===== src/hdl/window_level_to_gray8_defines.svh =====
// ----------------------------------------------------------------------------
// window_level_to_gray8 assertion macros
// Shared concurrent assertion forms for the window/level gray mapper.
// ----------------------------------------------------------------------------
`ifndef WINDOW_LEVEL_TO_GRAY8_DEFINES_SVH
`define WINDOW_LEVEL_TO_GRAY8_DEFINES_SVH

// same-cycle implication, disabled while reset is asserted
`define WL2G_ASSERT_NOW(label, clk, rstn, ante, cons, msg) \
    label: assert property (@(posedge clk) disable iff (!(rstn)) (ante) |-> (cons)) \
        else $error(msg);

// next-cycle implication, disabled while reset is asserted
`define WL2G_ASSERT_NEXT(label, clk, rstn, ante, cons, msg) \
    label: assert property (@(posedge clk) disable iff (!(rstn)) (ante) |=> (cons)) \
        else $error(msg);

`endif


===== src/hdl/wl2g_pkg.sv =====
// ----------------------------------------------------------------------------
// wl2g_pkg
// Shared constants and controller/datapath interface types.
// ----------------------------------------------------------------------------
`timescale 1ns / 1ps
`default_nettype none

package wl2g_pkg;

    localparam int SAMPLE_BITS_DEF = 16;
    localparam int LEVEL_BITS      = 16;
    localparam int WIDTH_BITS      = 16;
    localparam int CFG_DATA_BITS   = 16;
    localparam int CFG_INDEX_BITS  = 1;
    localparam int GRAY_BITS       = 8;
    localparam int QUOT_BITS       = 8;
    localparam int CNT_BITS        = $clog2(QUOT_BITS);

    localparam logic [GRAY_BITS-1:0] GRAY_MIN = '0;
    localparam logic [GRAY_BITS-1:0] GRAY_MAX = '1;

    // register indexes
    localparam logic [CFG_INDEX_BITS-1:0] REG_WINDOW_LEVEL = 1'b0;
    localparam logic [CFG_INDEX_BITS-1:0] REG_WINDOW_WIDTH = 1'b1;

    // input action codes
    localparam logic ACT_GATHER  = 1'b0;
    localparam logic ACT_CONVERT = 1'b1;

    typedef struct packed {
        logic take_gather;   // gather request accepted
        logic take_convert;  // convert request accepted
        logic eval;          // classify sample, set up divide
        logic div_step;      // one restoring divide step
        logic load_out;      // move result into output register
    } ctrl_cmd_t;

    typedef struct packed {
        logic skip_div;      // sample clamps to 0 or 255
    } dp_status_t;

endpackage

`default_nettype wire


===== src/hdl/wl2g_ctrl.sv =====
// ----------------------------------------------------------------------------
// wl2g_ctrl
// Sequencer for the gray mapper: handshakes, divide step count, output flag.
// ----------------------------------------------------------------------------
`timescale 1ns / 1ps
`default_nettype none

`include "window_level_to_gray8_defines.svh"

module wl2g_ctrl (
    input  wire logic                  aclk,
    input  wire logic                  aresetn,
    input  wire logic                  s_valid,
    input  wire logic                  s_action,
    output logic                       s_ready,
    output logic                       m_valid,
    input  wire logic                  m_ready,
    input  wire wl2g_pkg::dp_status_t  status,
    output wl2g_pkg::ctrl_cmd_t        cmd
);

    typedef enum logic [3:0] {
        ST_IDLE = 4'b0001,
        ST_EVAL = 4'b0010,
        ST_DIV  = 4'b0100,
        ST_DONE = 4'b1000
    } state_t;

    state_t                          state_reg, state_next;
    logic [wl2g_pkg::CNT_BITS-1:0]   cnt_reg, cnt_next;
    logic                            out_valid_reg, out_valid_next;
    logic                            accept;
    logic                            out_free;

    assign s_ready  = (state_reg == ST_IDLE);
    assign m_valid  = out_valid_reg;
    assign accept   = s_valid && s_ready;
    assign out_free = !out_valid_reg || m_ready;

    always_comb begin
        state_next = state_reg;
        cnt_next   = cnt_reg;
        cmd        = '0;
        unique case (state_reg)
            ST_IDLE: begin
                if (accept) begin
                    if (s_action == wl2g_pkg::ACT_CONVERT) begin
                        cmd.take_convert = 1'b1;
                        state_next       = ST_EVAL;
                    end else begin
                        cmd.take_gather = 1'b1;
                    end
                end
            end
            ST_EVAL: begin
                cmd.eval = 1'b1;
                cnt_next = wl2g_pkg::CNT_BITS'(wl2g_pkg::QUOT_BITS - 1);
                if (status.skip_div) begin
                    state_next = ST_DONE;
                end else begin
                    state_next = ST_DIV;
                end
            end
            ST_DIV: begin
                cmd.div_step = 1'b1;
                if (cnt_reg == '0) begin
                    state_next = ST_DONE;
                end else begin
                    cnt_next = cnt_reg - 1'b1;
                end
            end
            ST_DONE: begin
                if (out_free) begin
                    cmd.load_out = 1'b1;
                    state_next   = ST_IDLE;
                end
            end
            default: begin
                state_next = ST_IDLE;
            end
        endcase
    end

    always_comb begin
        if (cmd.load_out) begin
            out_valid_next = 1'b1;
        end else if (m_ready) begin
            out_valid_next = 1'b0;
        end else begin
            out_valid_next = out_valid_reg;
        end
    end

    always_ff @(posedge aclk) begin
        if (!aresetn) begin
            state_reg     <= ST_IDLE;
            cnt_reg       <= '0;
            out_valid_reg <= 1'b0;
        end else begin
            state_reg     <= state_next;
            cnt_reg       <= cnt_next;
            out_valid_reg <= out_valid_next;
        end
    end

    // ---- assertions ----
    `WL2G_ASSERT_NEXT(a_convert_to_eval, aclk, aresetn,
        accept && (s_action == wl2g_pkg::ACT_CONVERT), state_reg == ST_EVAL,
        "convert request did not start evaluation")
    `WL2G_ASSERT_NEXT(a_div_ends, aclk, aresetn,
        (state_reg == ST_DIV) && (cnt_reg == '0), state_reg == ST_DONE,
        "divider overran its step count")
    `WL2G_ASSERT_NEXT(a_result_loaded, aclk, aresetn,
        (state_reg == ST_DONE) && out_free, out_valid_reg && (state_reg == ST_IDLE),
        "finished result not moved to output register")

endmodule

`default_nettype wire


===== src/hdl/wl2g_datapath.sv =====
// ----------------------------------------------------------------------------
// wl2g_datapath
// Window registers, running min/max, window bounds and restoring divider.
// ----------------------------------------------------------------------------
`timescale 1ns / 1ps
`default_nettype none

module wl2g_datapath #(
    parameter int SAMPLE_BITS = wl2g_pkg::SAMPLE_BITS_DEF
) (
    input  wire logic                                  aclk,
    input  wire logic                                  aresetn,
    input  wire logic                                  cfg_we,
    input  wire logic [wl2g_pkg::CFG_INDEX_BITS-1:0]   cfg_index,
    input  wire logic [wl2g_pkg::CFG_DATA_BITS-1:0]    cfg_wdata,
    input  wire logic signed [SAMPLE_BITS-1:0]         s_sample,
    input  wire logic                                  s_last,
    input  wire wl2g_pkg::ctrl_cmd_t                   cmd,
    output wl2g_pkg::dp_status_t                       status,
    output logic [wl2g_pkg::GRAY_BITS-1:0]             m_gray,
    output logic                                       m_last_res
);

    // doubled bounds: wide enough for 2*level +/- width and 2*sample
    localparam int EXT = (SAMPLE_BITS + 1 > 18) ? SAMPLE_BITS + 1 : 18;
    localparam int VW  = EXT + 1;
    localparam int DW  = VW - 1;          // positive span x2-lo2, hi2-lo2
    localparam int NW  = DW + 9;          // 510*diff + d

    logic signed [wl2g_pkg::LEVEL_BITS-1:0] level_reg;
    logic        [wl2g_pkg::WIDTH_BITS-1:0] width_reg;
    logic signed [SAMPLE_BITS-1:0]          range_low_reg, range_high_reg;
    logic                                   range_seen_reg;
    logic                                   restart_reg;

    logic signed [VW-1:0] lo2_reg, hi2_reg, x2_reg;
    logic signed [VW-1:0] lo2_next, hi2_next, x2_next;
    logic                 last_reg;

    logic [NW-1:0]                     rem_reg, dv_reg;
    logic [wl2g_pkg::GRAY_BITS-1:0]    q_reg;
    logic [wl2g_pkg::GRAY_BITS-1:0]    gray_reg;
    logic                              last_out_reg;

    logic signed [VW-1:0] level_x, width_x, span_x, diff_x;
    logic        [DW-1:0] span, diff;
    logic        [NW-1:0] num;
    logic                 below, above;
    logic                 auto_mode;
    logic                 fresh;

    // configuration
    always_ff @(posedge aclk) begin
        if (!aresetn) begin
            level_reg <= '0;
            width_reg <= '0;
        end else if (cfg_we) begin
            if (cfg_index == wl2g_pkg::REG_WINDOW_LEVEL) begin
                level_reg <= cfg_wdata[wl2g_pkg::LEVEL_BITS-1:0];
            end
            if (cfg_index == wl2g_pkg::REG_WINDOW_WIDTH) begin
                width_reg <= cfg_wdata[wl2g_pkg::WIDTH_BITS-1:0];
            end
        end
    end

    // running min/max of the gather pass
    assign fresh = restart_reg || !range_seen_reg;

    always_ff @(posedge aclk) begin
        if (!aresetn) begin
            range_low_reg  <= '0;
            range_high_reg <= '0;
            range_seen_reg <= 1'b0;
            restart_reg    <= 1'b1;
        end else if (cmd.take_gather) begin
            if (fresh || (s_sample < range_low_reg)) begin
                range_low_reg <= s_sample;
            end
            if (fresh || (s_sample > range_high_reg)) begin
                range_high_reg <= s_sample;
            end
            range_seen_reg <= 1'b1;
            restart_reg    <= s_last;
        end else if (cmd.take_convert) begin
            restart_reg <= 1'b1;
        end
    end

    // window bounds in half units
    assign auto_mode = (level_reg == '0) && (width_reg == '0);
    assign level_x   = {{(VW-wl2g_pkg::LEVEL_BITS){level_reg[wl2g_pkg::LEVEL_BITS-1]}},
                        level_reg};
    assign width_x   = {{(VW-wl2g_pkg::WIDTH_BITS){1'b0}}, width_reg};

    always_comb begin
        x2_next = {{(VW-SAMPLE_BITS){s_sample[SAMPLE_BITS-1]}}, s_sample} <<< 1;
        if (auto_mode) begin
            lo2_next = {{(VW-SAMPLE_BITS){range_low_reg[SAMPLE_BITS-1]}},
                        range_low_reg} <<< 1;
            hi2_next = {{(VW-SAMPLE_BITS){range_high_reg[SAMPLE_BITS-1]}},
                        range_high_reg} <<< 1;
        end else begin
            lo2_next = (level_x <<< 1) - width_x;
            hi2_next = (level_x <<< 1) + width_x;
        end
    end

    always_ff @(posedge aclk) begin
        if (cmd.take_convert) begin
            lo2_reg  <= lo2_next;
            hi2_reg  <= hi2_next;
            x2_reg   <= x2_next;
            last_reg <= s_last;
        end
    end

    // classify and set up the divide
    assign below  = (x2_reg <= lo2_reg);
    assign above  = (x2_reg > hi2_reg);
    assign span_x = hi2_reg - lo2_reg;
    assign diff_x = x2_reg - lo2_reg;
    assign span   = span_x[DW-1:0];
    assign diff   = diff_x[DW-1:0];
    // 510*diff + span; never above 511*span for a sample inside the window
    assign num    = {diff, 9'b0} - {8'b0, diff, 1'b0} + {9'b0, span};

    assign status.skip_div = below || above;

    always_ff @(posedge aclk) begin
        if (cmd.eval) begin
            rem_reg <= num;
            dv_reg  <= {1'b0, span, 8'b0};
            if (below) begin
                q_reg <= wl2g_pkg::GRAY_MIN;
            end else if (above) begin
                q_reg <= wl2g_pkg::GRAY_MAX;
            end else begin
                q_reg <= '0;
            end
        end else if (cmd.div_step) begin
            if (rem_reg >= dv_reg) begin
                rem_reg <= rem_reg - dv_reg;
                q_reg   <= {q_reg[wl2g_pkg::GRAY_BITS-2:0], 1'b1};
            end else begin
                q_reg   <= {q_reg[wl2g_pkg::GRAY_BITS-2:0], 1'b0};
            end
            dv_reg <= dv_reg >> 1;
        end
    end

    // output register
    always_ff @(posedge aclk) begin
        if (cmd.load_out) begin
            gray_reg     <= q_reg;
            last_out_reg <= last_reg;
        end
    end

    assign m_gray     = gray_reg;
    assign m_last_res = last_out_reg;

endmodule

`default_nettype wire


===== src/hdl/window_level_to_gray8.sv =====
// Gather requests are taken one per cycle while idle and may follow back to
// back. A convert request is evaluated and, unless it clamps to 0 or 255,
// passes through the 8-step restoring divider; its result then waits until
// the output register is free. The next request is taken once the result sits in
// the output register. Reset (aresetn low, synchronous) clears the window
// registers, the gathered range and the output valid flag.
// ----------------------------------------------------------------------------
// window_level_to_gray8
// Window/level mapping of signed samples to 8-bit gray, with an auto range
// taken from a gather pass when level and width are both zero.
// ----------------------------------------------------------------------------
`timescale 1ns / 1ps
`default_nettype none

module window_level_to_gray8 #(
    parameter int SAMPLE_BITS = wl2g_pkg::SAMPLE_BITS_DEF
) (
    input  wire logic                                  aclk,
    input  wire logic                                  aresetn,
    // configuration write port
    input  wire logic                                  cfg_we,
    input  wire logic [wl2g_pkg::CFG_INDEX_BITS-1:0]   cfg_index,
    input  wire logic [wl2g_pkg::CFG_DATA_BITS-1:0]    cfg_wdata,
    // sample request channel
    input  wire logic                                  s_valid,
    output logic                                       s_ready,
    input  wire logic                                  s_action,
    input  wire logic signed [SAMPLE_BITS-1:0]         s_sample,
    input  wire logic                                  s_last,
    // gray result channel
    output logic                                       m_valid,
    input  wire logic                                  m_ready,
    output logic [wl2g_pkg::GRAY_BITS-1:0]             m_gray,
    output logic                                       m_last_res
);

    // Command and status between sequencer and datapath.
    //   take_gather / take_convert: request accepted in IDLE
    //   eval: compare 2x against the doubled bounds, load dividend 510*(x2-lo2)+d
    //   div_step: one quotient bit of (510*(x2-lo2)+d) / (2d)
    //   load_out: copy quotient and last flag into the output register
    wl2g_pkg::ctrl_cmd_t  cmd;
    wl2g_pkg::dp_status_t status;

    // Sequencer: owns the handshakes and the output valid flag, so a finished
    // result can wait downstream while the next request is accepted.
    wl2g_ctrl u_ctrl (
        .aclk     (aclk),
        .aresetn  (aresetn),
        .s_valid  (s_valid),
        .s_action (s_action),
        .s_ready  (s_ready),
        .m_valid  (m_valid),
        .m_ready  (m_ready),
        .status   (status),
        .cmd      (cmd)
    );

    // Datapath: window registers, gathered min/max, bounds, serial divider and
    // the output payload register.
    wl2g_datapath #(
        .SAMPLE_BITS (SAMPLE_BITS)
    ) u_datapath (
        .aclk       (aclk),
        .aresetn    (aresetn),
        .cfg_we     (cfg_we),
        .cfg_index  (cfg_index),
        .cfg_wdata  (cfg_wdata),
        .s_sample   (s_sample),
        .s_last     (s_last),
        .cmd        (cmd),
        .status     (status),
        .m_gray     (m_gray),
        .m_last_res (m_last_res)
    );

endmodule

`default_nettype wire


===== config.mk =====
export PLATFORM = sky130hd
export DESIGN_NAME = window_level_to_gray8
export DESIGN_NICKNAME = d
export VERILOG_FILES = /design/src/hdl/wl2g_pkg.sv /design/src/hdl/wl2g_ctrl.sv /design/src/hdl/wl2g_datapath.sv /design/src/hdl/window_level_to_gray8.sv
export VERILOG_INCLUDE_DIRS = /design/src /design/src/hdl
export SDC_FILE = /design/constraint.sdc
export NUM_CORES = 1
export LEC_CHECK = 0
export BUFFER_PORTS_ARGS = -buffer_cell sky130_fd_sc_hd__buf_4
export CORE_UTILIZATION = 45
export CTS_CLUSTER_SIZE = 8
export DETAILED_ROUTE_END_ITERATION = 7
export GPL_TIMING_DRIVEN = 1
export SLEW_MARGIN = 20
export SYNTH_ARGS = -nofsm -noshare
export SYNTH_HDL_FRONTEND = slang
export SYNTH_SLANG_ARGS = --single-unit

===== constraint.sdc =====
create_clock -name aclk -period 12.09 [get_ports aclk]
set_clock_uncertainty 0.05 [all_clocks]
set_input_delay 1.209 -clock aclk [delete_from_list [all_inputs] [get_ports aclk]]
set_output_delay 1.209 -clock aclk [all_outputs]
set_load 0.03 [all_outputs]

==> results of run 1 <==
## cells in the mapped netlist, drive strengths merged (4+ instances only)
cell type	instances
inv	177
or3	8
dfxtp	82
or2	8
nor3	26
nand3b	4
a211oi	12
nor4	10
clkbuf	42
nor2b	23
edfxtp	114
nand3	21
nand2b	21
nand2	227
a21oi	144
a21boi	7
and3	11
a21o	42
o31ai	7
fa	13
a22o	8
and2	8
o2111ai	6
mux2i	37
a31oi	6
o21bai	11
xor2	49
o21a	17
buf	6
xnor2	53
nor4b	4
ha	174
nand4	19
o21ai	103
nor2	81
o22ai	5
## cell families after synthesis
logic type,after synthesis,synth area share (%)
simple gates,478,15.3
compound gates,401,17.4
buf+inv,225,5.97
flops,196,35.3
fa+ha+maj,187,17.0
xor+xnor,102,6.22
mux,40,2.81
## worst max-delay path, stage by stage, from the launching register on
cell	delay [ps]
edfxtp_1	400
inv_1	130
ha_1	260
nor2b_1	130
o21ai_1	170
a21oi_1	130
or2_1	250
a21oi_1	150
o21ai_1	110
a21o_1	190
a21o_1	200
mux2i_1	200
o2111ai_1	210
fa_1	540
inv_1	40
ha_1	330
a21oi_1	200
nor2b_1	230
and3_1	240
o21ai_1	140
a41o_1	250
a21oi_1	230
o21ai_1	100
xnor2_1	170
mux2i_1	90
## where the power goes
group | internal (W) | leakage, nW | switching, W
clock | 0.000268 | 0.259 | 0.000264
sequential | 0.000759 | 1.72 | 0.0000260
combinational | 0.000461 | 4.79 | 0.000640
total | 0.00149 | 6.77 | 0.000931
## per-stage QoR
step	total power, W	cells	hold slack [ps]
2_1_floorplan	0.00164	1629	350
4_1_cts	0.00243	2073	370
3_3_place_gp	0.00189	2041	351
3_5_place_dp	0.00189	2041	356
6_report	0.00242	2074	374
5_1_grt	0.00261	2074	376
## how the worst min path moves through the flow
stage | start | end | cells after the start
final | u_datapath.q_reg[7] | u_datapath.m_gray[7] | 0
after global routing | u_datapath.q_reg[7] | u_datapath.m_gray[7] | 0
after CTS | u_datapath.q_reg[7] | u_datapath.m_gray[7] | 0
after detailed placement | u_datapath.q_reg[7] | u_datapath.m_gray[7] | 0
after global placement | u_datapath.q_reg[7] | u_datapath.m_gray[7] | 0
after floorplan | u_datapath.q_reg[7] | u_datapath.m_gray[7] | 0
## final cells by class
cell class,count,share of cell area (%)
tap,402,3.21
timing repair buffer,59,2.85
clock inverter,12,0.591
inverter,177,4.24
sequential,196,32.3
clock buffer,20,2.79
multi-input combinational,1208,54.0
## layout by cell type (no fill, tap or decap), types with 8 or more instances in the layout
master     count
a22o_1         8
buf_4         58
nand2_1      227
edfxtp_1     114
inv_1        177
o21ai_1       33
nor2_1        80
a21o_1        42
nand2b_1      21
o21bai_1      11
xnor2_1       53
nor4_1        10
mux2i_1       37
and2_1         8
ha_1         174
o21a_1        17
fa_1          13
and3_1        10
nor2b_1       22
o21ai_0       70
clkbuf_16     17
a211oi_1      10
a21oi_1      144
dfxtp_1       82
nor3_1        26
nand3_1       21
nand4_1       19
or3_1          8
xor2_1        49
## per-layer routing
layer	share of wire (%)	vias up
met5	0	-
met1	47	5146
met2	49	156
li1	-	5756
met3	3.0	32
met4	1.4	0
==> summary.txt, run 1 <==
Die
  – Starting Density: 45.6%
  – Core ar.: 31,500 um^2
  – DIE HEIGHT: 181 um
  – Die area: 32,600 um^2
  – Rows: 65
  – Die Span X: 181 um
  – I/O pin total: 51

Worst setup path
  – R2R cell count: 24
  – Required time worst endpoint: 12,230 ps
  – R2r setup slk: 6660 ps
  – Crit-path max FO: 3
  – CP Data Arrival Time: 5570 ps
  – CP Capture Point: u_datapath.rem_reg[24]
  – Crit start category: flip-flop
  – Reg2reg end: u_datapath.rem_reg[24]
  – Critical path type: reg2reg
  – FF-to-FF Start: u_datapath.lo2_reg[1]
  – Critical Path Start: u_datapath.lo2_reg[1]
  – Critical path capture point type: flip-flop

Global route
  – GRT Overall Usage: 21.2%
  – Met2 GRT Util: 37.6%
  – Grt peak-use layer: met2
  – GRT Residual Overflow: 0
  – First-pass GRT wire length: around 55,000 um
  – Vias in the first global route: 10,936
  – Routing usage on met3: 3.25%
  – Initial antenna violation count: 0
  – Largest net degree at the start of global routing: 56
  – GRT met1 Usage: between 20% and 30%

Synthesis
  – Cell Area, Synth: between 10,000 and 15,000 um^2
  – Synth warnings: 0
  – Syn nets: 1,856
  – Dominant synthesized flop cell: edfxtp_1
  – #FFs+latches synth: 196
  – Synth unique cells: 73
  – Cells taking the most area after synthesis: edfxtp_1 24%, ha_1 15%, dfxtp_1 11%
  – Avg Inst Size Synth: 8.82 um^2
  – Async S/R FF share, synth: 0%
  – EDFF count, synth: 114
  – Mapped Cells: 1,629
  – Post-synth top area share: 23.8%
  – Synth area leader: edfxtp_1
  – Sequential cell area fraction in the yosys report: 35.3%

Finish
  – Fillers: approximately 3,000
  – Max reg flops: 27
  – Ant diodes: 0
  – Area Growth Syn to Fin: 9.15%
  – Layout cell share with drive strength beyond 1: between 6 and 7%
  – Final Net Count: between 1,500 and 2,000
  – Multi-input gate area: 8470 um^2
  – Final Cell Area: 15,700 um^2
  – Fin util: roughly half
  – Reg area: about 5000 um^2

Clock network
  – H-tree depth: 4
  – Post-CTS setup repair buffer count: 0
  – Register clock-pin slew on the reported worst setup and hold paths: around 80 ps
  – Max Root-Sink Buffers: 2
  – Post-CTS Resized: 0
  – Insertion delay to the later sink of the worst-skew pair: about 460 ps
  – CTS Root Cell: clkbuf_16
  – Num CTS Buffers: 17
  – CTS tree: built
  – Clock Sinks: roughly 200
  – # hold bufs at CTS: 0

Route
  – Vias: 11,090
  – Drt pass-1 iters: 5
  – Drt wl/cell: 16.1 um
  – Iter 0 DRT Violations: 660
  – Final ANT Viol Nets: 0
  – # DRC: 0
  – Vias per cell: 5.35
  – Drt total wl: 33,500 um

Place
  – GP Congestion: ~0.91
  – Placed cell areas: 15,100 um^2
  – Port Buffers: 50
  – DP Wirelength: 26,800 um
  – Pre-CTS setup slack: approximately 6700 ps

STA
  – Rel. slew slack: 31.0%
  – Final-report hold violation count: 0
  – Final worst slack: 6660 ps
  – Final setup fails: 0
  – Final Max Slew Viols: 0
  – F_max: roughly 0.18 GHz
  – Worst-margin pin slew: 1040 ps
  – Tmin final: 5430 ps
  – RSZ-0062 raised after global routing: no
  – Final Cycle Share: 44.9%
  – Setup TNS: 0 ps

Run
  – Max Cap Viol: 0

Status
  – Outcome: complete, no violations

Power and ir drop
  – Max VDD drop: 108 uV
  – Pleak: between 6 and 7 nW
  – Pwr per Cell Area: 154 nW/um^2

Worst hold path
  – Worst hold path class: reg2reg
No activity file was read; power rests on OpenSTA's default activity.
==> run 2, diff against run 1 <==
Clock period 12.09 ns to 5.1 ns, I/O delays scaled along.
==> summary.txt, run 2 (synthesis results as in run 1) <==
STA
  – Tmin final: 4960 ps
  – Worst-margin pin slew: 1120 ps
  – Rel. slew slack: 25.6%
  – Final worst slack: about 140 ps
  – Hold Worst Slack: 196 ps
  – Final Max Slew Viols: 0
  – Setup TNS: 0 ps
  – Final Cycle Share: between 90 and 100%
  – RSZ-0062 raised after global routing: yes
  – Final setup fails: 0
  – F_max: 0.202 GHz
  – Final-report hold violation count: 0

Power and ir drop
  – Sw power: approximately 0.0023 W
  – Register share of total power: 30.4%
  – Pint: 0.00381 W
  – Pleak: 6.95 nW
  – Pwr per Cell Area: 381 nW/um^2
  – Comb power frac: 48.1%
  – Max VDD drop: 289 uV
  – Clk network pwr share: 21.5%
  – Sw Ratio: 37.9%
  – Tot Pwr: 0.00613 W

Finish
  – Area Growth Syn to Fin: 12.0%
  – Multi-input gate area: around 8700 um^2
  – Reg area: roughly 5100 um^2
  – Layout cell share with drive strength beyond 1: 9.85%
  – Commonest non-fill, non-tap cell in the layout: nand2_1
  – Max reg flops: 27
  – Final Net Count: between 1,500 and 2,000
  – Most frequent cells in the layout: 227 x nand2_1, 175 x inv_1, 170 x ha_1
  – Ant diodes: 0
  – Fillers: 2,979

Die
  – Rows: between 60 and 70
  – Die area: 32,600 um^2
  – I/O pin total: 51
  – Starting Density: 45.6%
  – Core ar.: around 31,000 um^2
  – DIE HEIGHT: approximately 180 um
  – Die Span X: 181 um

Global route
  – Vias in the first global route: ~11,000
  – Initial antenna violation count: 0
  – Largest net degree at the start of global routing: 54
  – GRT Residual Overflow: 0
  – First-pass GRT wire length: 54,900 um
  – GRT Overall Usage: roughly a fifth

Clock network
  – # hold bufs at CTS: 0
  – Clock Sinks: just under 200
  – Insertion delay to the later sink of the worst-skew pair: 460 ps
  – H-tree depth: 4
  – CTS tree: built
  – Max Root-Sink Buffers: 2
  – Num CTS Buffers: 17
  – Register clock-pin slew on the reported worst setup and hold paths: roughly 70 ps
  – CTS Root Cell: clkbuf_16

Route
  – Drt total wl: about 34,000 um
  – Drt pass-1 iters: 5
  – Vias: 11,149
  – # DRC: 0
  – Vias per cell: 5.31
  – Iter 0 DRT Violations: 518
  – Drt wl/cell: 16.1 um
  – Final ANT Viol Nets: 0

Worst setup path
  – Crit start category: flip-flop
  – R2R cell count: 24
  – FF-to-FF Start: u_datapath.lo2_reg[1]
  – Critical path capture point type: flip-flop
  – Reg2reg end: u_datapath.rem_reg[26]
  – CP Data Arrival Time: 5100 ps
  – R2r setup slk: between 100 and 150 ps
  – Critical path type: reg2reg
  – Critical Path Start: u_datapath.lo2_reg[1]
  – Crit-path max FO: 3
  – Required time worst endpoint: 5240 ps

Place
  – GP Congestion: 0.924
  – Port Buffers: 50
  – Pre-CTS setup slack: -39.3 ps
  – DP Wirelength: 26,800 um

Worst hold path
  – Worst hold endpoint: u_datapath.last_reg
  – Hold_sp: s_last
  – Worst hold path class: in2reg
  – Hold Path Cell Cnt: 1

Status
  – Outcome: complete, no violations

Run
  – Max Cap Viol: 0
[run 2: changes by cell type in the layout (fill, tap and decap cells not counted), sizes merged]
| cell | previous run | this run |
|---|---|---|
| buf | 59 | 83 |
| bufinv | 0 | 1 |
| clkinv | 3 | 4 |
| clkinvlp | 1 | 0 |
| inv | 185 | 184 |
[run 2: repair_timing]
| item | in CTS | in global routing |
|---|---|---|
| pin swaps | 0 | 24 |
| gates cloned | 0 | 0 |
| resized for setup | 3 | 36 |
| setup buffers | 0 | 6 |
| endpoints found under the setup margin | 4 | 11 |
| hold endpoints to repair | 0 | 0 |
[run 2: area by class of cell]
class | instances | area share (%)
flip-flops and latches | 196 | 31.5
inverters | 177 | 4.13
repair buffers | 83 | 3.88
multi-input cells | 1208 | 53.9
clock buffers | 20 | 2.78
clock inverters | 12 | 0.732
well taps | 402 | 3.13
[run 2: how the worst max path moves through the flow]
stage / cells past startpoint / end
after detailed placement: 24 / u_datapath.rem_reg[24]
after CTS: 25 / u_datapath.rem_reg[25]
after global routing: 24 / u_datapath.rem_reg[25]
final: 24 / u_datapath.rem_reg[26]
after floorplan: 23 / u_datapath.rem_reg[24]
after global placement: 25 / u_datapath.rem_reg[22]
[run 2: per-stage QoR]
step | std cells | util [%] | cell area (um^2)
after floorplan | 1629 | - | 14400
after global placement | 2060 | 48.5 | 15300
after detailed placement | 2060 | 48.5 | 15300
after CTS | 2092 | 50.3 | 15800
after global routing | 2098 | 51.1 | 16100
final | 2098 | 51.1 | 16100
[run 2: worst max-delay path: stages (launching register included)]
cell      delay, ps
edfxtp_1        410
buf_4           160
ha_4            210
o21a_1          190
o21a_1          170
nor2_2          120
o21ai_2          90
o41a_1          460
a21oi_2         190
nor2b_4         170
xor2_2           80
fa_1            500
inv_1            40
ha_1            300
a21o_1          190
a21oi_4         140
nor2b_4         190
and3_4          200
buf_4           100
o211ai_1        110
o211ai_1        140
mux2i_1         240
xnor2_1          90
nand2_1          80
o21ai_1          60
[run 2: metal layers]
layer | wire (um) | vias up | track usage [%]
met3 | 713 | 26 | 2.65
met1 | 15900 | 5179 | 26.7
met5 | 0 | - | 0
met4 | 559 | 0 | 6.36
met2 | 16600 | 147 | 37.1
li1 | - | 5797 | -
[run 2: power by group through the flow]
stage	registers, W	logic (W)	clock network [W]
final	0.00186	0.00295	0.00132
after global routing	0.00187	0.00328	0.00141
after CTS	0.00186	0.00272	0.00136
after detailed placement	0.00190	0.00269	0
after global placement	0.00189	0.00267	0
after floorplan	0.00188	0.00200	0
